<file path="config.mk">
export PLATFORM = sky130hd
export DESIGN_NAME = contention_window_backoff_update_unit
export DESIGN_NICKNAME = d
export VERILOG_FILES = /design/src/sv/cwbu_pkg.sv /design/src/sv/contention_window_backoff_update_unit.sv
export VERILOG_INCLUDE_DIRS = /design/src /design/src/sv
export SDC_FILE = /design/constraint.sdc
export NUM_CORES = 1
export LEC_CHECK = 0
export ABC_CLOCK_PERIOD_IN_PS = 14000
export BUFFER_PORTS_ARGS = -buffer_cell sky130_fd_sc_hd__buf_2
export CORE_AREA = 4 4 222 224
export CTS_BUF_LIST = sky130_fd_sc_hd__clkbuf_16
export DETAILED_ROUTE_END_ITERATION = 7
export DIE_AREA = 0 0 226 228
export PLACE_DENSITY_LB_ADDON = 0.12
export SLEW_MARGIN = 20
export SYNTH_ARGS = -nofsm -noshare
export SYNTH_HDL_FRONTEND = slang
export SYNTH_SLANG_ARGS = --single-unit
</file>
<file path="constraint.sdc">
create_clock -name clk -period 14 [get_ports clk]
set_input_delay 1.4 -clock clk [delete_from_list [all_inputs] [get_ports clk]]
set_output_delay 1.4 -clock clk [all_outputs]
set_load 0.01 [all_outputs]
</file>
<file path="src/sv/assert_macros.svh">
// ----------------------------------------------------------------------------
// assert_macros.svh
// Assertion helpers shared by the RTL; they compile away under SYNTH.
// ----------------------------------------------------------------------------
`ifndef ASSERT_MACROS_SVH
`define ASSERT_MACROS_SVH

`ifndef SYNTH

// Clocked property, disabled while reset is asserted
`define ASSERT_CLK(lbl, clk, rstn, prop, msg) \
    lbl: assert property (@(posedge clk) disable iff (!rstn) prop) else $error(msg);

// Condition that must never hold outside reset
`define ASSERT_NEVER(lbl, clk, rstn, cond, msg) \
    lbl: assert property (@(posedge clk) disable iff (!rstn) !(cond)) else $error(msg);

`else

`define ASSERT_CLK(lbl, clk, rstn, prop, msg)
`define ASSERT_NEVER(lbl, clk, rstn, cond, msg)

`endif

`endif

</file>
<file path="src/sv/cwbu_pkg.sv">
// ----------------------------------------------------------------------------
// cwbu_pkg
// Widths, reset values and register indexes of the backoff update unit.
// ----------------------------------------------------------------------------
package cwbu_pkg;

    localparam int WIN_W = 16;
    localparam int CNT_W = 32;
    localparam int SUM_W = 48;

    localparam logic [WIN_W-1:0] START_WINDOW_RST    = 16'd32;
    localparam logic [WIN_W-1:0] START_THRESHOLD_RST = 16'd512;
    localparam logic [WIN_W-1:0] BASE_WINDOW_RST     = 16'd32;
    localparam logic [WIN_W-1:0] MAX_WINDOW_RST      = 16'd1024;

    // Configuration register indexes
    localparam int REG_START_WINDOW    = 0;
    localparam int REG_START_THRESHOLD = 1;
    localparam int REG_BASE_WINDOW     = 2;
    localparam int REG_MAX_WINDOW      = 3;

    typedef logic [WIN_W-1:0] win_t;
    typedef logic [CNT_W-1:0] cnt_t;
    typedef logic [SUM_W-1:0] sum_t;

endpackage

</file>
<file path="src/sv/contention_window_backoff_update_unit.sv">
// ----------------------------------------------------------------------------
// contention_window_backoff_update_unit
// Binary exponential backoff with threshold: per frame outcome, updates the
// contention window, its threshold and the running statistics.
// ----------------------------------------------------------------------------
// The unit takes one frame outcome per clock and returns one result per
// outcome, registered in the cycle after the request is accepted. The window,
// threshold and counters are updated from their current values, and they
// double as the result register, so a new request can follow in the very next
// cycle; out_ready low holds the result and stalls in_ready. Configuration
// writes are always ready; writing start_window or start_threshold also
// reloads the live window or threshold, and the counters keep their values.
module contention_window_backoff_update_unit
    import cwbu_pkg::*;
#(
    parameter int CFG_INDEX_W = 8
)
(
    input  logic                   clk,
    input  logic                   rst_n,

    input  logic                   cfg_valid,
    output logic                   cfg_ready,
    input  logic [CFG_INDEX_W-1:0] cfg_index,
    input  logic [WIN_W-1:0]       cfg_data,

    input  logic                   in_valid,
    output logic                   in_ready,
    input  logic                   frame_ok,

    output logic                   out_valid,
    input  logic                   out_ready,
    output logic [WIN_W-1:0]       window,
    output logic [WIN_W-1:0]       threshold,
    output logic                   frame_lost,
    output logic [CNT_W-1:0]       success_total,
    output logic [CNT_W-1:0]       failure_total,
    output logic [CNT_W-1:0]       lost_total,
    output logic [SUM_W-1:0]       backoff_slots_total
);

`include "assert_macros.svh"

    win_t base_window_reg, max_window_reg;
    win_t cur_window_reg,   cur_window_next;
    win_t cur_threshold_reg, cur_threshold_next;
    cnt_t ok_count_reg,     ok_count_next;
    cnt_t fail_count_reg,   fail_count_next;
    cnt_t loss_count_reg,   loss_count_next;
    sum_t slot_sum_reg,     slot_sum_next;
    logic lost_reg,         lost_next;
    logic out_valid_reg;

    logic               accept;
    logic               cfg_we;
    logic [WIN_W:0]     dbl_win;
    logic [WIN_W:0]     add_win;
    logic [WIN_W:0]     dec_step;
    logic [WIN_W:0]     new_thr;
    logic [SUM_W:0]     sum_add;

    assign cfg_ready = 1'b1;
    assign cfg_we    = cfg_valid & cfg_ready;
    assign in_ready  = ~out_valid_reg | out_ready;
    assign accept    = in_valid & in_ready;

    assign dbl_win  = {cur_window_reg, 1'b0};
    assign add_win  = {1'b0, cur_window_reg} + {1'b0, base_window_reg};
    assign dec_step = {base_window_reg, 1'b0};
    assign new_thr  = {cur_threshold_reg, 1'b1};

    always_comb
    begin
        cur_window_next    = cur_window_reg;
        cur_threshold_next = cur_threshold_reg;
        ok_count_next      = ok_count_reg;
        fail_count_next    = fail_count_reg;
        loss_count_next    = loss_count_reg;
        lost_next          = 1'b0;

        if (frame_ok)
        begin
            ok_count_next = (ok_count_reg == '1) ? ok_count_reg : ok_count_reg + 1'b1;
            if (cur_window_reg <= cur_threshold_reg)
            begin
                if (cur_window_reg != base_window_reg)
                    cur_window_next = cur_window_reg >> 1;
            end
            else
            begin
                // Drop by twice the base window, clamp at zero
                if ({1'b0, cur_window_reg} > dec_step)
                    cur_window_next = cur_window_reg - dec_step[WIN_W-1:0];
                else
                    cur_window_next = '0;
            end
        end
        else
        begin
            fail_count_next = (fail_count_reg == '1) ? fail_count_reg : fail_count_reg + 1'b1;
            if (cur_window_reg < cur_threshold_reg)
            begin
                cur_window_next = dbl_win[WIN_W] ? '1 : dbl_win[WIN_W-1:0];
                if (cur_window_next >= cur_threshold_reg)
                begin
                    if (new_thr >= {1'b0, max_window_reg})
                        cur_threshold_next = max_window_reg;
                    else
                        cur_threshold_next = new_thr[WIN_W-1:0];
                end
            end
            else
            begin
                lost_next       = 1'b1;
                loss_count_next = (loss_count_reg == '1) ? loss_count_reg
                                                         : loss_count_reg + 1'b1;
                if (cur_window_reg != max_window_reg)
                    cur_window_next = add_win[WIN_W] ? '1 : add_win[WIN_W-1:0];
            end
        end
    end

    assign sum_add       = {1'b0, slot_sum_reg} + {{(SUM_W-WIN_W+1){1'b0}}, cur_window_next};
    assign slot_sum_next = sum_add[SUM_W] ? '1 : sum_add[SUM_W-1:0];

    always_ff @(posedge clk or negedge rst_n)
    begin
        if (!rst_n)
        begin
            base_window_reg     <= BASE_WINDOW_RST;
            max_window_reg      <= MAX_WINDOW_RST;
            cur_window_reg      <= START_WINDOW_RST;
            cur_threshold_reg   <= START_THRESHOLD_RST;
            ok_count_reg        <= '0;
            fail_count_reg      <= '0;
            loss_count_reg      <= '0;
            slot_sum_reg        <= '0;
            lost_reg            <= 1'b0;
            out_valid_reg       <= 1'b0;
        end
        else
        begin
            if (accept)
            begin
                cur_window_reg    <= cur_window_next;
                cur_threshold_reg <= cur_threshold_next;
                ok_count_reg      <= ok_count_next;
                fail_count_reg    <= fail_count_next;
                loss_count_reg    <= loss_count_next;
                slot_sum_reg      <= slot_sum_next;
                lost_reg          <= lost_next;
                out_valid_reg     <= 1'b1;
            end
            else if (out_ready)
            begin
                out_valid_reg <= 1'b0;
            end

            if (cfg_we)
            begin
                case (cfg_index)
                    CFG_INDEX_W'(REG_START_WINDOW):
                        cur_window_reg <= cfg_data;
                    CFG_INDEX_W'(REG_START_THRESHOLD):
                        cur_threshold_reg <= cfg_data;
                    CFG_INDEX_W'(REG_BASE_WINDOW):
                        base_window_reg <= cfg_data;
                    CFG_INDEX_W'(REG_MAX_WINDOW):
                        max_window_reg <= cfg_data;
                    default:
                        ; // drop writes to unknown indexes
                endcase
            end
        end
    end

    assign out_valid           = out_valid_reg;
    assign window              = cur_window_reg;
    assign threshold           = cur_threshold_reg;
    assign frame_lost          = lost_reg;
    assign success_total       = ok_count_reg;
    assign failure_total       = fail_count_reg;
    assign lost_total          = loss_count_reg;
    assign backoff_slots_total = slot_sum_reg;

    logic ok_accept;
    logic lost_uncounted;
    assign ok_accept      = accept & frame_ok;
    assign lost_uncounted = frame_lost && (lost_total == '0 || failure_total == '0);

    `ASSERT_CLK(a_accept_gives_result, clk, rst_n, accept |=> out_valid, "no result")
    `ASSERT_CLK(a_success_not_lost, clk, rst_n, ok_accept |=> !frame_lost, "lost on success")
    `ASSERT_NEVER(a_lost_counted, clk, rst_n, out_valid && lost_uncounted, "lost not counted")

endmodule
</file>
=== After elaboration in Yosys (flattened, before gate mapping) ===
Cells that the tools add are included.

* Flip-flop bits (word level): 210
* Output and inout bits: 180
* Logic and storage cells: 67

* Add/sub/neg operators: 6
* $lt $le $gt $ge: 5
* Equality and inequality tests: 8
* Mux-type cells: 23
* Bitwise operators: 8
* Reductions and logical operators: 7

{| class="wikitable"
|+ Operator list
! kind !! number
|-
| 16-bit two-way mux || 18
|-
| 32-bit by 1-bit adder with 32-bit output (second input constant) || 3
|-
| 32-bit == test (second input constant) || 3
|-
| 48-bit by 16-bit adder with 49-bit output || 1
|-
| 48-bit two-way mux || 1
|-
| 16-bit inequality test || 2
|-
| 16-bit by 16-bit adder with 17-bit output || 1
|-
| 17-bit by 16-bit >= comparator with 1-bit output || 1
|-
| 16-bit by 17-bit greater-than comparator with 1-bit output || 1
|-
| 8-bit by 2-bit == test with 1-bit output (second input constant) || 2
|-
| 16-bit >= comparator || 1
|-
| 16-bit <= comparator || 1
|-
| 16-bit < comparator || 1
|-
| 16-bit subtractor || 1
|-
| 8-bit by 1-bit == test with 1-bit output (second input constant) || 1
|-
| 8-bit zero test || 1
|-
| 1-bit NOT || 6
|-
| 3-bit AND reduction || 2
|-
| 1-bit two-way mux || 4
|-
| 2-bit AND reduction || 2
|-
| 4-bit AND reduction || 1
|-
| 2-bit nonzero test || 1
|-
| 1-bit bitwise AND || 1
|-
| 1-bit OR || 1
|}

=== Logic depth before layout (Yosys ltp) ===
Gate-level depths: netlist of run 1.

* Depth after elaboration: 8
* Mapped depth: 25
* Mapped depth without buffers: 22

=== Least setup slack after synthesis of run 1 ===
Ideal clock, no wire load.

* Path type: flip-flop to flip-flop
* Start point: reg cur_window_reg[1] (netlist: window[1])
* End point: reg slot_sum_reg[45] (netlist: backoff_slots_total[45])
* Data arrival time: 5.353 ns
* Path slack: 8.569 ns
* Stages on the path, launching flop included: 26
* Path buffers: 3
* Path through: dfrtp_1 > inv_1 > ha_1 > fa_1 > nand2b_1 > a21o_1 > a211oi_1 > o31ai_1 > a211o_1 > buf_2 > buf_6 > a21oi_1 > nor2_1 > a21oi_1 > ha_1 > inv_1 > fa_1 > and2b_1 > o31a_2 > o41ai_2 > a2111o_1 > a2111o_1 > or2_1 > buf_6 > and3_1 > a21oi_1

* Word-level cells in the longest chain between the ends: 7
* Elaborated cells between the ends (all ways): 17

{| class="wikitable"
|+ RTL lines
! item !! RTL line !! text
|-
| start, declared || contention_window_backoff_update_unit.sv:45 || <nowiki>win_t cur_window_reg, cur_window_next;</nowiki>
|-
| start signal, assigned || contention_window_backoff_update_unit.sv:145 || <nowiki>cur_window_reg <= cur_window_next;</nowiki>
|-
| start signal, assigned || contention_window_backoff_update_unit.sv:163 || <nowiki>cur_window_reg <= cfg_data;</nowiki>
|-
| 16-bit by 16-bit adder with 17-bit output || contention_window_backoff_update_unit.sv:68 || <nowiki>assign add_win = {1'b0, cur_window_reg} + {1'b0, base_window_reg};</nowiki>
|-
| 16-bit two-way mux || contention_window_backoff_update_unit.sv:118 || <nowiki>cur_window_next = add_win[WIN_W] ? '1 : add_win[WIN_W-1:0];</nowiki>
|-
| 16-bit two-way mux || contention_window_backoff_update_unit.sv:117 || <nowiki>if (cur_window_reg != max_window_reg)</nowiki>
|-
| 16-bit two-way mux || contention_window_backoff_update_unit.sv:101 || <nowiki>if (cur_window_reg < cur_threshold_reg)</nowiki>
|-
| 16-bit two-way mux * || contention_window_backoff_update_unit.sv:81 || <nowiki>if (frame_ok)</nowiki>
|-
| 48-bit by 16-bit adder with 49-bit output * || contention_window_backoff_update_unit.sv:123 || <nowiki>assign sum_add = {1'b0, slot_sum_reg} + {{(SUM_W-WIN_W+1){1'b0}}, cur_window_next};</nowiki>
|-
| 48-bit two-way mux * || contention_window_backoff_update_unit.sv:124 || <nowiki>assign slot_sum_next = sum_add[SUM_W] ? '1 : sum_add[SUM_W-1:0];</nowiki>
|-
| end signal, assigned || contention_window_backoff_update_unit.sv:150 || <nowiki>slot_sum_reg <= slot_sum_next;</nowiki>
|-
| end, declared || contention_window_backoff_update_unit.sv:50 || <nowiki>sum_t slot_sum_reg, slot_sum_next;</nowiki>
|}

Every way passes the cells marked *; elsewhere a longest branch is shown, timed or not.
A chain may end at the register's enable or synchronous reset.

=== Worst setup path after layout of run 1 ===
Ends and elaborated chain as after synthesis.

==> results of run 1 <==
routing by layer:
layer	share of wire, %	vias to the layer above
met5	0.041	-
met4	1.9	2
met3	5.9	52
met2	46	295
met1	46	5885
li1	-	5767
area by class of cell:
cell class                 instances  area, sq um
timing repair buffer             222         1160
multi-input combinational       1147         8280
tap                              615          769
clock inverter                    20          148
inverter                          74          278
clock buffer                      29          726
sequential                       210         5260
fill                            4872        30700
through the flow:
step | utilization, % | worst slack [ps]
2_1_floorplan | - | 8570
3_3_place_gp | 33.3 | 7590
3_5_place_dp | 33.3 | 7360
4_1_cts | 35.1 | 7330
5_1_grt | 35.1 | 6880
6_report | 35.1 | 7350
cells in the final DEF (no fill, tap or decap), types with 8 or more instances in the layout:
cell type	instances
o211ai_1	11
buf_2	207
and4_1	16
dfrtp_1	206
nand2_1	127
inv_1	80
and3_1	43
ha_1	97
mux2i_1	44
a21o_1	22
nand2b_1	11
clkinv_1	8
and2_1	12
xor2_1	52
nand4_1	47
o21ai_0	43
nor4_1	17
nor3_1	42
nor2_1	73
o221ai_1	14
a21oi_1	97
clkbuf_16	29
a211oi_1	9
buf_4	14
xnor2_1	109
nand3_1	65
o21a_1	19
or2_2	16
mux2_2	55
power groups by stage:
stage | clock (mW) | combinational (mW) | sequential, mW
floorplan | 0 | 1.16 | 0.874
global placement | 0 | 1.69 | 0.900
detailed placement | 0 | 1.69 | 0.905
CTS | 0.731 | 1.70 | 0.895
global route | 0.755 | 1.89 | 0.909
finish | 0.702 | 1.69 | 0.889
kinds of logic after synthesis:
| logic type | Yosys count | synth area share [%] |
|---|---|---|
| mux | 99 | 7.54 |
| compound gates | 288 | 13.9 |
| other cells | 1 | 0.0267 |
| simple gates | 498 | 18.4 |
| flops | 210 | 37.4 |
| fa+ha+maj | 100 | 9.07 |
| buf+inv | 121 | 3.60 |
| xor+xnor | 161 | 10.0 |
worst max path at each step:
stage	startpoint	endpoint	slack (ps)	cells after the start
floorplan	window[1]$_DFF_PN0_	backoff_slots_total[45]$_DFFE_PN0P_	8570	25
global placement	window[1]$_DFF_PN0_	backoff_slots_total[45]$_DFFE_PN0P_	7590	23
detailed placement	window[1]$_DFF_PN0_	backoff_slots_total[45]$_DFFE_PN0P_	7360	23
CTS	window[1]$_DFF_PN0_	backoff_slots_total[45]$_DFFE_PN0P_	7330	23
global route	window[1]$_DFF_PN0_	backoff_slots_total[45]$_DFFE_PN0P_	6880	23
finish	window[1]$_DFF_PN0_	backoff_slots_total[45]$_DFFE_PN0P_	7350	23
==> results by group, run 1 <==
Outcome
  – Outcome: finished, final reports clean

Logic synthesis
  – Register area share after synthesis: 37.4%
  – Distinct cells, synth: 78
  – Post-synthesis async set-or-reset flop share: 100%
  – Top-count cell post-synth: dfrtp_1
  – Syn Nets: 1608
  – Cells after Synth: 1478
  – Mapped cell area: 14000 sq um
  – Synth Warn #: 0
  – Main synth FF type: dfrtp_1
  – Top post-synthesis cells by count: 206 x dfrtp_1, 127 x nand2_1, 109 x xnor2_1
  – Flops & latches, synth: 210
  – Post-synth top area cell: dfrtp_1
  – Syn avg cell area: 9.50 sq um
  – Number of flops mapped to enable cells by yosys: 0
  – Top cells by area, synth: dfrtp_1 37%, ha_1 8.6%, xnor2_1 6.8%
  – Synth top area share: 36.7%

Placement
  – GPL Wtd Cong: 0.877
  – Post-DP Area: 15700 sq um
  – DP HPWL: 36800 um
  – Post-Place Cells: 2268
  – Buffers on Ports: 208

Global route
  – Met1 GRT Util: 26.1%
  – Largest net degree at the start of global routing: 105
  – GRT Resource Usage Total: 18.6%
  – Overflow after GRT: 0
  – Vias in the first global route: 11943
  – Initial antenna violation count: 1
  – Met2 Use GR: 29.9%
  – GR peak layer: met2
  – First-pass GRT wire length: 75700 um
  – Grt met3 use: 3.72%

Timing
  – Final setup viols: 0
  – Fin. max-slew vios: 0
  – Worst Clk Skew: 15.3 ps
  – Slew @ Worst Pin: 1130 ps
  – Min Tclk post-route: 6650 ps
  – Period utilisation layout: 47.5%
  – F_max: 150 MHz
  – Unrepaired setup endpoints after global routing: false
  – Hold Vio Cnt, Final: 0
  – Final hold slack: 481 ps
  – TNS Setup: 0 ps
  – Rel. slew slack: 24.6%

Finish
  – Final net count: 1814
  – Antenna Cells: 0
  – Max reg flops: 48
  – Design Area, Final: 16600 sq um
  – Layout Cells excl Fill: 2317
  – Layout cells sized above 1: 20.5%
  – Layout area overhead: 18.3%

Floorplan
  – Rows: 80
  – Die area: 51500 sq um
  – Core Region: 47300 sq um
  – Initial core utilization: 29.7%
  – Die Ht: 228 um
  – Die X: 226 um
  – Io pins: 210

Power and ir drop
  – Psw: 1.47 mW
  – Cell Pwr Density: 198 nW/um^2
  – Comb power frac: 51.6%
  – Seq pwr share: 27.1%
  – Clk pwr share: 21.4%
  – Switching share of power: 44.7%
  – Total power draw: 3.29 mW
  – Int Power: 1.82 mW
  – Pleak: 8.14 nW
  – Max VDD drop: 0.117 mV

Flow run
  – MaxCap Viol Count: 0

Drt
  – Initial DRC Count: 738
  – DR DRC count: 0
  – Routed Antenna Nets: 0
  – Via Count: 12001
  – First-pass iteration count of the detailed router: 5
  – Final wirelength: 48900 um
  – WL/cell: 21.1 um
  – Vias per std cell: 5.18

Worst setup path
  – CP Class: reg2reg
  – CP max stage delay: 600 ps
  – CP Launch Type: register
  – Crit path DAT: 7150 ps
  – Required time worst endpoint: 14490 ps
  – Most used cell, CP: a21oi_1
  – CP Max Fanout: 25
  – Worst r2r src: window[1]$_DFF_PN0_
  – Setup crit end kind: register
  – CP max stage cell: a211o_1
  – R2r setup slk: 7350 ps
  – Reg-to-Reg End: backoff_slots_total[45]$_DFFE_PN0P_
  – R2R cell count: 23
  – Crit-path leading delay family: compound AO/OA/AOI/OAI gates
  – Crit path buf inv count: 3
  – CP Cell Sequence: inv_1, ha_1, fa_1, nand2b_1, a21o_1, a211oi_1, o31ai_1, a211o_1, a21oi_1, nor2_1, a21oi_1, ha_1, inv_1, fa_1, and2b_1, o31a_2, o41ai_2, a2111o_1, a2111o_1, or2_1, buf_4, and3_1, a21oi_1

Clock tree
  – Post-cts sizing count: 0
  – H-tree depth: 1
  – Clock sink total: 210
  – Inserted Clock Buffers: 29
  – Root Driver: clkbuf_16
  – Setup bufs post-CTS: 0
  – CTS Hold Buffers Added: 0
  – Worst-Skew Late Latency: 580 ps
  – Max clock buf depth: 3
  – TritonCTS clock tree: built
  – Clock transition at path regs: 60 ps

Hold path
  – Hold path cells: 1
  – WHS Endpoint: failure_total[11]$_DFFE_PN0P_
  – Min-delay worst type: reg2reg
  – Hold Startpoint: failure_total[11]$_DFFE_PN0P_
No activity file was read; power rests on OpenSTA's default activity.
==> run 2, diff against run 1 <==
- ABC_AREA: not set -> 1
- ABC_CLOCK_PERIOD_IN_PS: 14000 -> 6610
- CORE_AREA: 4 4 222 224 -> 4 4 242 244
- DIE_AREA: 0 0 226 228 -> 0 0 246 248
- clock period: 14 -> 6.61 ns (I/O delays scaled with it)
==> run 2 against run 1 <==
Effect of this change: power grew to 2.7 times the previous value; critical path depth is 2 lower; via count rose by 40%; worst setup slack worse by 6300 ps.
==> results by group, run 2 <==
Outcome
  – Outcome: finished, final reports clean

Power and ir drop
  – Pleak: 9.94 nW
  – Total power draw: 8.85 mW
  – Cell Pwr Density: 452 nW/um^2
  – Max VDD drop: 0.232 mV

Timing
  – Slew @ Worst Pin: 1020 ps
  – Unrepaired setup endpoints after global routing: false
  – TNS Setup: 0 ps
  – Final setup viols: 0
  – Period utilisation layout: 84.2%
  – Min Tclk post-route: 5570 ps
  – F_max: 180 MHz
  – Worst Clk Skew: 14.0 ps
  – Fin. max-slew vios: 0
  – Rel. slew slack: 32.0%
  – Hold Vio Cnt, Final: 0

Hold path
  – Min-delay worst type: in2async

Global route
  – First-pass GRT wire length: 98600 um
  – Overflow after GRT: 0
  – Vias in the first global route: 16626
  – GRT Resource Usage Total: 20.4%
  – Initial antenna violation count: 1
  – Largest net degree at the start of global routing: 120

Logic synthesis
  – Register area share after synthesis: 31.3%
  – Distinct cells, synth: 55
  – Mapped cell area: 16800 sq um
  – Syn avg cell area: 6.74 sq um
  – Top cells by area, synth: dfrtp_1 31%, nand2_1 16%, inv_1 7.3%
  – Top post-synthesis cells by count: 735 x nand2_1, 325 x inv_1, 253 x nor2_1
  – Number of flops mapped to enable cells by yosys: 0
  – Post-synth top area cell: dfrtp_1
  – Main synth FF type: dfrtp_1
  – Synth Warn #: 0
  – Post-synthesis async set-or-reset flop share: 100%
  – Cells after Synth: 2488
  – Top-count cell post-synth: nand2_1
  – Syn Nets: 2618
  – Flops & latches, synth: 210
  – Synth top area share: 30.7%

Finish
  – Max reg flops: 48
  – Layout area overhead: 16.6%
  – Final net count: 2806
  – Most common cell after layout, fill and taps aside: nand2_1
  – Layout cells sized above 1: 13.4%
  – Design Area, Final: 19600 sq um
  – Post-layout util: 34.8%
  – Commonest non-fill, non-tap cells in the layout: 733 x nand2_1, 328 x inv_1, 253 x nor2_1

Worst setup path
  – R2r setup slk: 1040 ps
  – Setup crit end kind: register
  – R2R cell count: 21
  – Required time worst endpoint: 7100 ps
  – Crit path DAT: 6060 ps
  – CP Class: reg2reg
  – CP Launch Type: register
  – CP Max Fanout: 43

Floorplan
  – Die area: 61000 sq um
  – Core Region: 56300 sq um
  – Io pins: 210
  – Die X: 246 um
  – Die Ht: 248 um
  – Rows: 87
  – Initial core utilization: 29.8%

Clock tree
  – Root Driver: clkbuf_16
  – CTS Hold Buffers Added: 0
  – TritonCTS clock tree: built
  – Inserted Clock Buffers: 29
  – Clock sink total: 210
  – Clock transition at path regs: 60 ps
  – H-tree depth: 1
  – Max clock buf depth: 3
  – Worst-Skew Late Latency: 590 ps
  – Post-cts sizing count: 0
  – Setup bufs post-CTS: 0

Drt
  – Vias per std cell: 4.86
  – WL/cell: 18.3 um
  – Initial DRC Count: 1069
  – Final wirelength: 63300 um
  – DR DRC count: 0
  – Via Count: 16785
  – Routed Antenna Nets: 0
  – First-pass iteration count of the detailed router: 6

Placement
  – GPL Wtd Cong: 0.951
  – DP HPWL: 49500 um
  – Post-DP Area: 18600 sq um
  – Buffers on Ports: 208

Flow run
  – MaxCap Viol Count: 0
run 2: cell types whose count changed after synthesis, sizes merged, moves of 18 or more:
cell | previous run | this run
mux2i | 44 | 0
nor2 | 73 | 261
mux2 | 55 | 0
nand2 | 127 | 761
xnor2 | 109 | 36
xor2 | 52 | 85
o21a | 19 | 1
o21ai | 46 | 137
a21o | 22 | 2
nand4 | 47 | 68
nor3 | 45 | 88
and3 | 43 | 0
inv | 74 | 339
nand3 | 65 | 161
run 2: final cells by class:
type | count | area [sq um]
inverter | 340 | 1280
sequential | 210 | 5260
fill | 6181 | 36700
clock buffer | 29 | 726
multi-input combinational | 1880 | 9950
timing repair buffer | 215 | 1120
antenna | 1 | 2.50
clock inverter | 22 | 285
tap | 756 | 946
run 2: power by group:
| part | switching (mW) | internal, mW |
|---|---|---|
| Combinational | 3.36 | 1.75 |
| Clock | 0.657 | 1.06 |
| Sequential | 0.463 | 1.55 |
| Total | 4.48 | 4.37 |
run 2: stage by stage:
| step | setup WS [ps] | instances | hold slack, ps |
|---|---|---|---|
| after floorplan | 2750 | 2488 | 365 |
| after global placement | 1160 | 3401 | 486 |
| after detailed placement | 1110 | 3401 | 489 |
| after CTS | 1080 | 3452 | 142 |
| after global routing | 630 | 3452 | 165 |
| final | 1040 | 3453 | 105 |
run 2: cell families (layout without fill, tap and decap cells):
logic type	count (synthesis)	count (layout)	share of synthesized area, %
buffers and inverters	398	606	9.35
XOR/XNOR	121	121	6.32
AND/OR/NAND/NOR	1399	1399	37.1
adder cells (fa/ha/maj)	100	100	7.59
flip-flops	210	210	31.3
other	1	2	0.0223
AO/OA/AOI/OAI	259	259	8.24
run 2: path summary, 6_finish.rpt:
path,from,endpoint
max in group asynchronous,rst_n,backoff_slots_total[25]$_DFFE_PN0P_
hold reg to reg,frame_lost$_DFFE_PN0P_,frame_lost$_DFFE_PN0P_
hold / removal,rst_n,lost_total[27]$_DFFE_PN0P_
setup / recovery,window[9]$_DFF_PN0_,backoff_slots_total[40]$_DFFE_PN0P_
min in group clk,cfg_data[6],threshold[6]$_DFF_PN0_
setup reg to reg,window[9]$_DFF_PN0_,backoff_slots_total[40]$_DFFE_PN0P_
run 2: layer usage:
metal	vias to the layer above	share of wire [%]	track usage (%)
met5	-	0	0
met4	0	1.6	3.69
met3	56	5.1	3.27
met2	341	47	34.8
met1	8024	46	27.8
li1	8364	-	-
run 2: worst max-delay path, stage by stage (launching register included):
cell	delay, ps
dfrtp_1	790
ha_1	370
a21oi_1	140
o21ai_1	90
a21oi_1	180
nand2_2	520
nand2_4	460
inv_2	190
nand2_1	90
nand2_1	60
nand2_1	80
and2_1	220
ha_1	200
inv_1	50
fa_1	460
o21ai_2	290
a21boi_2	150
o21ai_1	170
nand2_1	120
inv_2	120
nand3_4	430
nand3_1	260
